===== config.mk =====
export PLATFORM = sky130hd
export DESIGN_NAME = vbc_ctrl
export DESIGN_NICKNAME = d
export VERILOG_FILES = /design/src/rtl/vbc_pkg.sv /design/src/rtl/vbc_ctrl.sv
export SDC_FILE = /design/constraint.sdc
export NUM_CORES = 1
export LEC_CHECK = 0
export BUFFER_PORTS_ARGS = -buffer_cell sky130_fd_sc_hd__buf_2
export CAP_MARGIN = 20
export CORE_MARGIN = 3
export CORE_UTILIZATION = 50
export DETAILED_ROUTE_END_ITERATION = 10
export PLACE_DENSITY = 0.74
export RECOVER_POWER = 25
export SETUP_SLACK_MARGIN = 0.3
export SYNTH_ARGS = -nofsm -noshare
export SYNTH_HDL_FRONTEND = slang
export SYNTH_SLANG_ARGS = --single-unit

===== constraint.sdc =====
create_clock -name clk_i -period 2.8 [get_ports clk_i]
set_input_delay 0.42 -clock clk_i [delete_from_list [all_inputs] [get_ports clk_i]]
set_output_delay 0.42 -clock clk_i [all_outputs]
set_load 0.005 [all_outputs]

===== src/rtl/vbc_pkg.sv =====
// Shared constants, types and helper functions of the vwap band classifier.
package vbc_pkg;

  localparam int PRICE_BITS  = 16;
  localparam int VOL_BITS    = 16;
  localparam int FRAC_BITS   = 8;
  localparam int OUT_BITS    = 24;
  localparam int PERIOD_BITS = 6;
  localparam int K_BITS      = 11;
  localparam int K_FRAC      = 8;
  localparam int STATE_BITS  = 3;
  localparam int APB_AW      = 3;
  localparam int APB_DW      = 32;

  localparam int WINDOW_DEPTH_DEF = 64;

  localparam logic [PERIOD_BITS-1:0] PERIOD_RST = PERIOD_BITS'(50);
  localparam logic [K_BITS-1:0]      K_RST      = K_BITS'(256);

  // Mean of squares and variance carry 2F fraction bits; sd carries F.
  localparam int M_W         = 2 * PRICE_BITS + 2 * FRAC_BITS;
  localparam int SD_W        = M_W / 2;
  localparam int SQRT_ITERS  = M_W / 2;
  localparam int KDEV_W      = K_BITS + SD_W - K_FRAC;

  localparam logic signed [STATE_BITS-1:0] BAND_ABOVE_UPPER = 3'sd2;
  localparam logic signed [STATE_BITS-1:0] BAND_ABOVE_VWAP  = 3'sd1;
  localparam logic signed [STATE_BITS-1:0] BAND_AT_VWAP     = 3'sd0;
  localparam logic signed [STATE_BITS-1:0] BAND_BELOW_VWAP  = -3'sd1;
  localparam logic signed [STATE_BITS-1:0] BAND_BELOW_LOWER = -3'sd2;

  typedef enum logic {
    REG_PERIOD = 1'b0,
    REG_MULT   = 1'b1
  } reg_idx_e;

  typedef struct packed {
    logic accept;
    logic rd;
    logic div_load_a;
    logic div_step;
    logic div_load_b;
    logic cap_m;
    logic cap_var;
    logic sq_load;
    logic sq_step;
    logic cap_kdev;
    logic out_load;
  } vbc_cmd_t;

  function automatic int vbc_div_a_iters(input int depth);
    return PRICE_BITS + VOL_BITS + $clog2(depth) + FRAC_BITS;
  endfunction

  function automatic int vbc_div_b_iters(input int depth);
    return 2 * PRICE_BITS + VOL_BITS + $clog2(depth) + 2 * FRAC_BITS;
  endfunction

endpackage


===== src/rtl/vbc_ctrl.sv =====
// Controller: sequences window sum, divisions, square root and result handoff.
module vbc_ctrl import vbc_pkg::*; #(
  parameter int WINDOW_DEPTH = WINDOW_DEPTH_DEF
) (
  input  logic                              clk_i,
  input  logic                              rst_ni,
  input  logic                              in_valid_i,
  output logic                              in_ready_o,
  output logic                              out_valid_o,
  input  logic                              out_ready_i,
  input  logic [$clog2(WINDOW_DEPTH+1)-1:0] win_len_i,
  output vbc_cmd_t                          cmd_o
);

  localparam int DIV_A_ITERS = vbc_div_a_iters(WINDOW_DEPTH);
  localparam int DIV_B_ITERS = vbc_div_b_iters(WINDOW_DEPTH);
  localparam int MAX_CNT = (WINDOW_DEPTH > DIV_B_ITERS) ? WINDOW_DEPTH : DIV_B_ITERS;
  localparam int CNT_W   = $clog2(MAX_CNT + 1);
  localparam int DRAIN_CYCLES = 2;

  typedef enum logic [3:0] {
    ST_IDLE, ST_SUM, ST_DRAIN, ST_DIVA_LD, ST_DIVA, ST_DIVB_LD, ST_DIVB,
    ST_MSQ, ST_VAR, ST_SQ_LD, ST_SQRT, ST_KDEV, ST_OUT
  } state_e;

  state_e           state_q;
  logic [CNT_W-1:0] cnt_q;
  logic             out_valid_q;
  logic             accept, out_free;

  assign in_ready_o  = (state_q == ST_IDLE);
  assign accept      = in_valid_i && in_ready_o;
  assign out_free    = !out_valid_q || out_ready_i;
  assign out_valid_o = out_valid_q;

  always_comb begin
    cmd_o            = '0;
    cmd_o.accept     = accept;
    cmd_o.rd         = (state_q == ST_SUM);
    cmd_o.div_load_a = (state_q == ST_DIVA_LD);
    cmd_o.div_step   = (state_q == ST_DIVA) || (state_q == ST_DIVB);
    cmd_o.div_load_b = (state_q == ST_DIVB_LD);
    cmd_o.cap_m      = (state_q == ST_MSQ);
    cmd_o.cap_var    = (state_q == ST_VAR);
    cmd_o.sq_load    = (state_q == ST_SQ_LD);
    cmd_o.sq_step    = (state_q == ST_SQRT);
    cmd_o.cap_kdev   = (state_q == ST_KDEV);
    cmd_o.out_load   = (state_q == ST_OUT) && out_free;
  end

  always_ff @(posedge clk_i or negedge rst_ni) begin
    if (!rst_ni) begin
      state_q     <= ST_IDLE;
      cnt_q       <= '0;
      out_valid_q <= 1'b0;
    end else begin
      // drop the result once taken; a new load below overrides
      if (out_valid_q && out_ready_i) begin
        out_valid_q <= 1'b0;
      end
      unique case (state_q)
        ST_IDLE: begin
          cnt_q <= '0;
          if (accept) begin
            state_q <= ST_SUM;
          end
        end
        ST_SUM: begin
          if (cnt_q + CNT_W'(1) == CNT_W'(win_len_i)) begin
            cnt_q   <= '0;
            state_q <= ST_DRAIN;
          end else begin
            cnt_q <= cnt_q + CNT_W'(1);
          end
        end
        ST_DRAIN: begin
          if (cnt_q == CNT_W'(DRAIN_CYCLES - 1)) begin
            cnt_q   <= '0;
            state_q <= ST_DIVA_LD;
          end else begin
            cnt_q <= cnt_q + CNT_W'(1);
          end
        end
        ST_DIVA_LD: begin
          state_q <= ST_DIVA;
        end
        ST_DIVA: begin
          if (cnt_q == CNT_W'(DIV_A_ITERS - 1)) begin
            cnt_q   <= '0;
            state_q <= ST_DIVB_LD;
          end else begin
            cnt_q <= cnt_q + CNT_W'(1);
          end
        end
        ST_DIVB_LD: begin
          state_q <= ST_DIVB;
        end
        ST_DIVB: begin
          if (cnt_q == CNT_W'(DIV_B_ITERS - 1)) begin
            cnt_q   <= '0;
            state_q <= ST_MSQ;
          end else begin
            cnt_q <= cnt_q + CNT_W'(1);
          end
        end
        ST_MSQ: begin
          state_q <= ST_VAR;
        end
        ST_VAR: begin
          state_q <= ST_SQ_LD;
        end
        ST_SQ_LD: begin
          state_q <= ST_SQRT;
        end
        ST_SQRT: begin
          if (cnt_q == CNT_W'(SQRT_ITERS - 1)) begin
            cnt_q   <= '0;
            state_q <= ST_KDEV;
          end else begin
            cnt_q <= cnt_q + CNT_W'(1);
          end
        end
        ST_KDEV: begin
          state_q <= ST_OUT;
        end
        ST_OUT: begin
          if (out_free) begin
            out_valid_q <= 1'b1;
            state_q     <= ST_IDLE;
          end
        end
        default: begin
          state_q <= ST_IDLE;
        end
      endcase
    end
  end

endmodule


-- Yosys cells after proc, flatten, opt, wreduce, memory -nomap -nowiden
Index checks and enable logic that the tools add are counted.
- output and inout port bits: 13
- register bits after elaboration: 12
- word-level logic and storage cells: 54
- equal/unequal tests: 24
- reductions and logical operators: 9
- mux-type cells: 17
- add/sub/neg operators: 1
- operators with widths (kind ; count):
    $pmux W4 S13 ; 1
    $pmux W7 S6 ; 1
    $mux W7 ; 5
    $mux W4 ; 7
    $eq A4 B4 Y1 const B ; 5
    $eq A4 B3 Y1 const B ; 4
    $ne A2 B1 Y1 const B ; 5
    $eq A4 B2 Y1 const B ; 2
    $add A7 B1 Y7 const B ; 1
    $eq A7 B1 Y1 const B ; 1
    $eq A7 B5 Y1 const B ; 1
    $eq A7 B6 Y1 const B ; 1
    $eq A7 B7 Y1 ; 1
    $eq A7 B7 Y1 const B ; 1
    $reduce_and A7 Y1 ; 1
    $reduce_bool A6 Y1 ; 1
    $eq A4 B1 Y1 const B ; 1
    $logic_not A4 Y1 ; 1
    $ne A2 B2 Y1 const B ; 2
    $logic_and A1 B1 Y1 ; 3
    $mux W1 ; 3
    $logic_or A1 B1 Y1 ; 2
    $logic_not A1 Y1 ; 1

-- Depth between registers and ports, before layout
- depth in word-level cells: 4
- gate-level depth with buffers: 8
- mapped depth without buffers: 8

-- Least setup slack after synthesis
OpenSTA, ideal clock, no wires.
- path type: register -> register
- start: register cnt_q[0]
- end: register cnt_q[2]
- required time: 2.669 ns
- path buffers: 1
- setup slack: 0.748 ns
- cell stages (with the launch flop): 9
- data arrival time: 1.921 ns
- path through: dfrtp_1 -> ha_1 -> clkbuf_1 -> nand4_1 -> o21ai_0 -> a41oi_2 -> a211o_4 -> a2111oi_4 -> nor3_1
- cells in the longest elaborated chain, start to end: 4
- ends and longest elaborated chain (what ; line ; source):
    start, declared ; vbc_ctrl.sv:27 ; logic [CNT_W-1:0] cnt_q;
    start signal, assigned ; vbc_ctrl.sv:73 ; cnt_q <= cnt_q + CNT_W'(1);
    start signal, assigned ; vbc_ctrl.sv:81 ; cnt_q <= cnt_q + CNT_W'(1);
    start signal, assigned ; vbc_ctrl.sv:92 ; cnt_q <= cnt_q + CNT_W'(1);
    $add A7 B1 Y7 ; n/a ;
    $eq A7 B7 Y1 ; vbc_ctrl.sv:69 ; if (cnt_q + CNT_W'(1) == CNT_W'(win_len_i)) begin
    $mux W7 ; vbc_ctrl.sv:69 ;
    $pmux W7 S6 (*) ; vbc_ctrl.sv:61 ; unique case (state_q)
Mark *: on every way between the ends. The rest lies on a longest branch, timed or not.
A chain may end at the register's enable or synchronous reset.

-- Worst setup path after layout
- start: register cnt_q[2]
- end: register cnt_q[2]
Same word-level chain as after synthesis.

==> flow_summary.ini <==
[outcome]
status = complete, no violations

[final_layout]
fin_nets = 165
n_antenna_cell = 0
fin_util_pct = 61.3
layout-drive-gt1-share_pct = 25.2
syn2layout_area_growth_pct = 11.4

[grt]
grt-ovfl-total = 0
grt_max_degree = 16
grt_pass1_wl_um = 4030
grt_pass1_vias = 970
grt_usage_pct = 18.9
antenna_found_initial = 0

[detailed_routing]
drc = 0
drt-vias-per-instance = 5.79
ant_nets = 0
firstDrtPassIters = 4
routed_wl_um = 2400
first_iter_violations = 14
vias = 1030
post_drt_wl_per_cell_um = 13.5

[timing]
hold_ws_ns = 0.144
fin_crit_sh_pct = 80.1
tightest_slew_ns = 0.666
min_period_ns = 2.24
clock-skew-final_ns = 0.00231
setup-violations-final = 0
fmax_ghz = 0.446
maxSlewHeadroom_pct = 55.6
tns_ns = 0
rsz0062_at_grt = no
finalHoldViolations = 0
final_max_slew_viol_count = 0

[clock_network]
cts_tree = yes
clk_latency_ns = 0.27
clock-sinks = 12
htreeDepth = 1
cts_resized = 0
root_buffer = clkbuf_4
postCtsSetupBuffers = 0
ctsHoldBuffers = 0
clockBufferDepth = 2
cts_buffers = 3
clk_pin_slew_ns = 0.08

[placed_design]
post-dp-hpwl_um = 1830
numPortBuffers = 23
place_congestion = 0.801

[synth]
yosysWarnings = 0
avgSynthCellArea_um2 = 8.38
ys_seq_area_share_pct = 26.7
synth-seq-cells = 12
netlist_instances = 134
syn-num-nets = 147
ys.flop_type = dfrtp_1
async_flop_share_pct = 100
ys_types = 48
synth_edf_count = 0
synth_area_um2 = 1120

[power_and_ir_drop]
p_switching_mw = 0.620
comb_power_share_pct = 58.9
p_int_mw = 0.681
ir_drop_v = 0.000633
p_per_area_nw_per_um2 = 1040
switching_share_pct = 47.7
power_leakage_nw = 0.527
pwr-share-clk_pct = 10.8
sequentialPowerShare_pct = 30.4

[critical_path]
arrival_ns = 2.40
worst-endpoint-required_ns = 2.96
crit_path_start_kind = flop
crit_type = flop to flop
worstSetupEndpointType = flop
cp_max_fo = 12

[floorplanning]
rows = 16
die_y_um = 53.4
core_area_um2 = 2040
io_pins = 24
initial_utilization_pct = 55.0
die_w_um = 53.4
die-area_um2 = 2850

[run]
cap_viol_max_count = 0

[worst_hold_path]
hp-class = input pin to async pin
[final timing paths]
kind	start	to	slack (ns)	depth (start not counted)
min	rst_ni	cnt_q[4]	0.14	1
max	cnt_q[2]	cnt_q[2]	0.56	6
max in group asynchronous	rst_ni	cnt_q[5]	2.23	1
min reg2reg	out_valid_o	out_valid_o	0.54	2
max reg2reg	cnt_q[2]	cnt_q[2]	0.56	6
min in group clk_i	out_ready_i	out_valid_o	0.45	3
[per-layer routing]
metal	global-route usage [%]	share of wire (%)
met5	0	0
met4	7.66	0.58
met3	2.82	3.0
met2	33.5	51
met1	22.5	45
[logic make-up (layout without fill, tap and decap cells)]
| logic type | count (synthesis) | in the layout | synth area share, % |
|---|---|---|---|
| adder cells (fa/ha/maj) | 2 | 2 | 2.23 |
| XOR/XNOR | 6 | 6 | 4.68 |
| flip-flops | 12 | 12 | 26.7 |
| AND/OR/NAND/NOR | 61 | 61 | 30.8 |
| AO/OA/AOI/OAI | 37 | 37 | 28.2 |
| buffers and inverters | 16 | 33 | 7.35 |
[worst max-delay path, cell delays in order (launching register included)]
cell	delay, ns
dfrtp_1	0.62
nand3_2	0.24
and2_1	0.23
o31a_1	0.28
a211o_4	0.38
a2111oi_4	0.28
nor3_1	0.09
[power groups by stage]
stage | sequential, mW | combinational [mW] | clock (mW)
global placement | 0.393 | 0.759 | 0
global route | 0.414 | 0.857 | 0.156
finish | 0.395 | 0.766 | 0.140
CTS | 0.395 | 0.775 | 0.147
floorplan | 0.307 | 0.708 | 0
detailed placement | 0.399 | 0.771 | 0
[cell type report]
type | count | area [µm²]
multi-input cells | 106 | 741
clock buffers | 4 | 36.3
repair buffers | 24 | 121
inverters | 5 | 18.8
well taps | 27 | 33.8
flip-flops and latches | 12 | 300
fillers | 211 | 791
[synth_stat cells (3+ instances only)]
master,number,area (µm²)
nand2b_1,6,37.5
clkbuf_1,3,11.3
buf_4,3,22.5
xnor2_1,4,35.0
buf_2,3,15.0
nand2_1,11,41.3
nand3b_1,3,22.5
nor2_1,15,56.3
or3_1,3,18.8
dfrtp_1,12,300
inv_1,5,18.8
a21oi_1,3,15.0
o21ai_0,9,45.0
o211ai_1,4,30.0
nor3_1,5,25.0
and2_1,3,18.8
[layout by cell type (no fill, tap or decap), types with 2 or more instances in the layout]
master,instances
a211oi_1,2
a21o_1,2
a21oi_1,3
a21oi_2,2
and2_1,3
buf_2,22
clkbuf_4,3
dfrtp_1,12
ha_1,2
inv_1,5
nand2_1,11
nand2b_1,6
nand3_1,2
nand3b_1,3
nor2_1,15
nor3_1,5
nor4b_1,2
o211ai_1,4
o21ai_0,9
o21ai_1,2
o31ai_1,2
or3_1,3
or4bb_1,2
xnor2_1,4
xor2_1,2
[state kept, by name, indices dropped and copies added (netlist names)]
| name | cells |
|---|---|
| cnt_q | 7 |
| out_valid_o | 1 |
| state_q | 4 |
[per-stage QoR]
stage	area [µm²]	power (mW)	setup WS [ns]	instances
after global routing	1250	1.43	0.345	178
after CTS	1250	1.32	0.552	178
final	1250	1.30	0.556	178
after global placement	1220	1.15	0.627	174
after detailed placement	1220	1.17	0.558	174
after floorplan	1120	1.02	0.748	134
(Power assumes the default switching activity.)
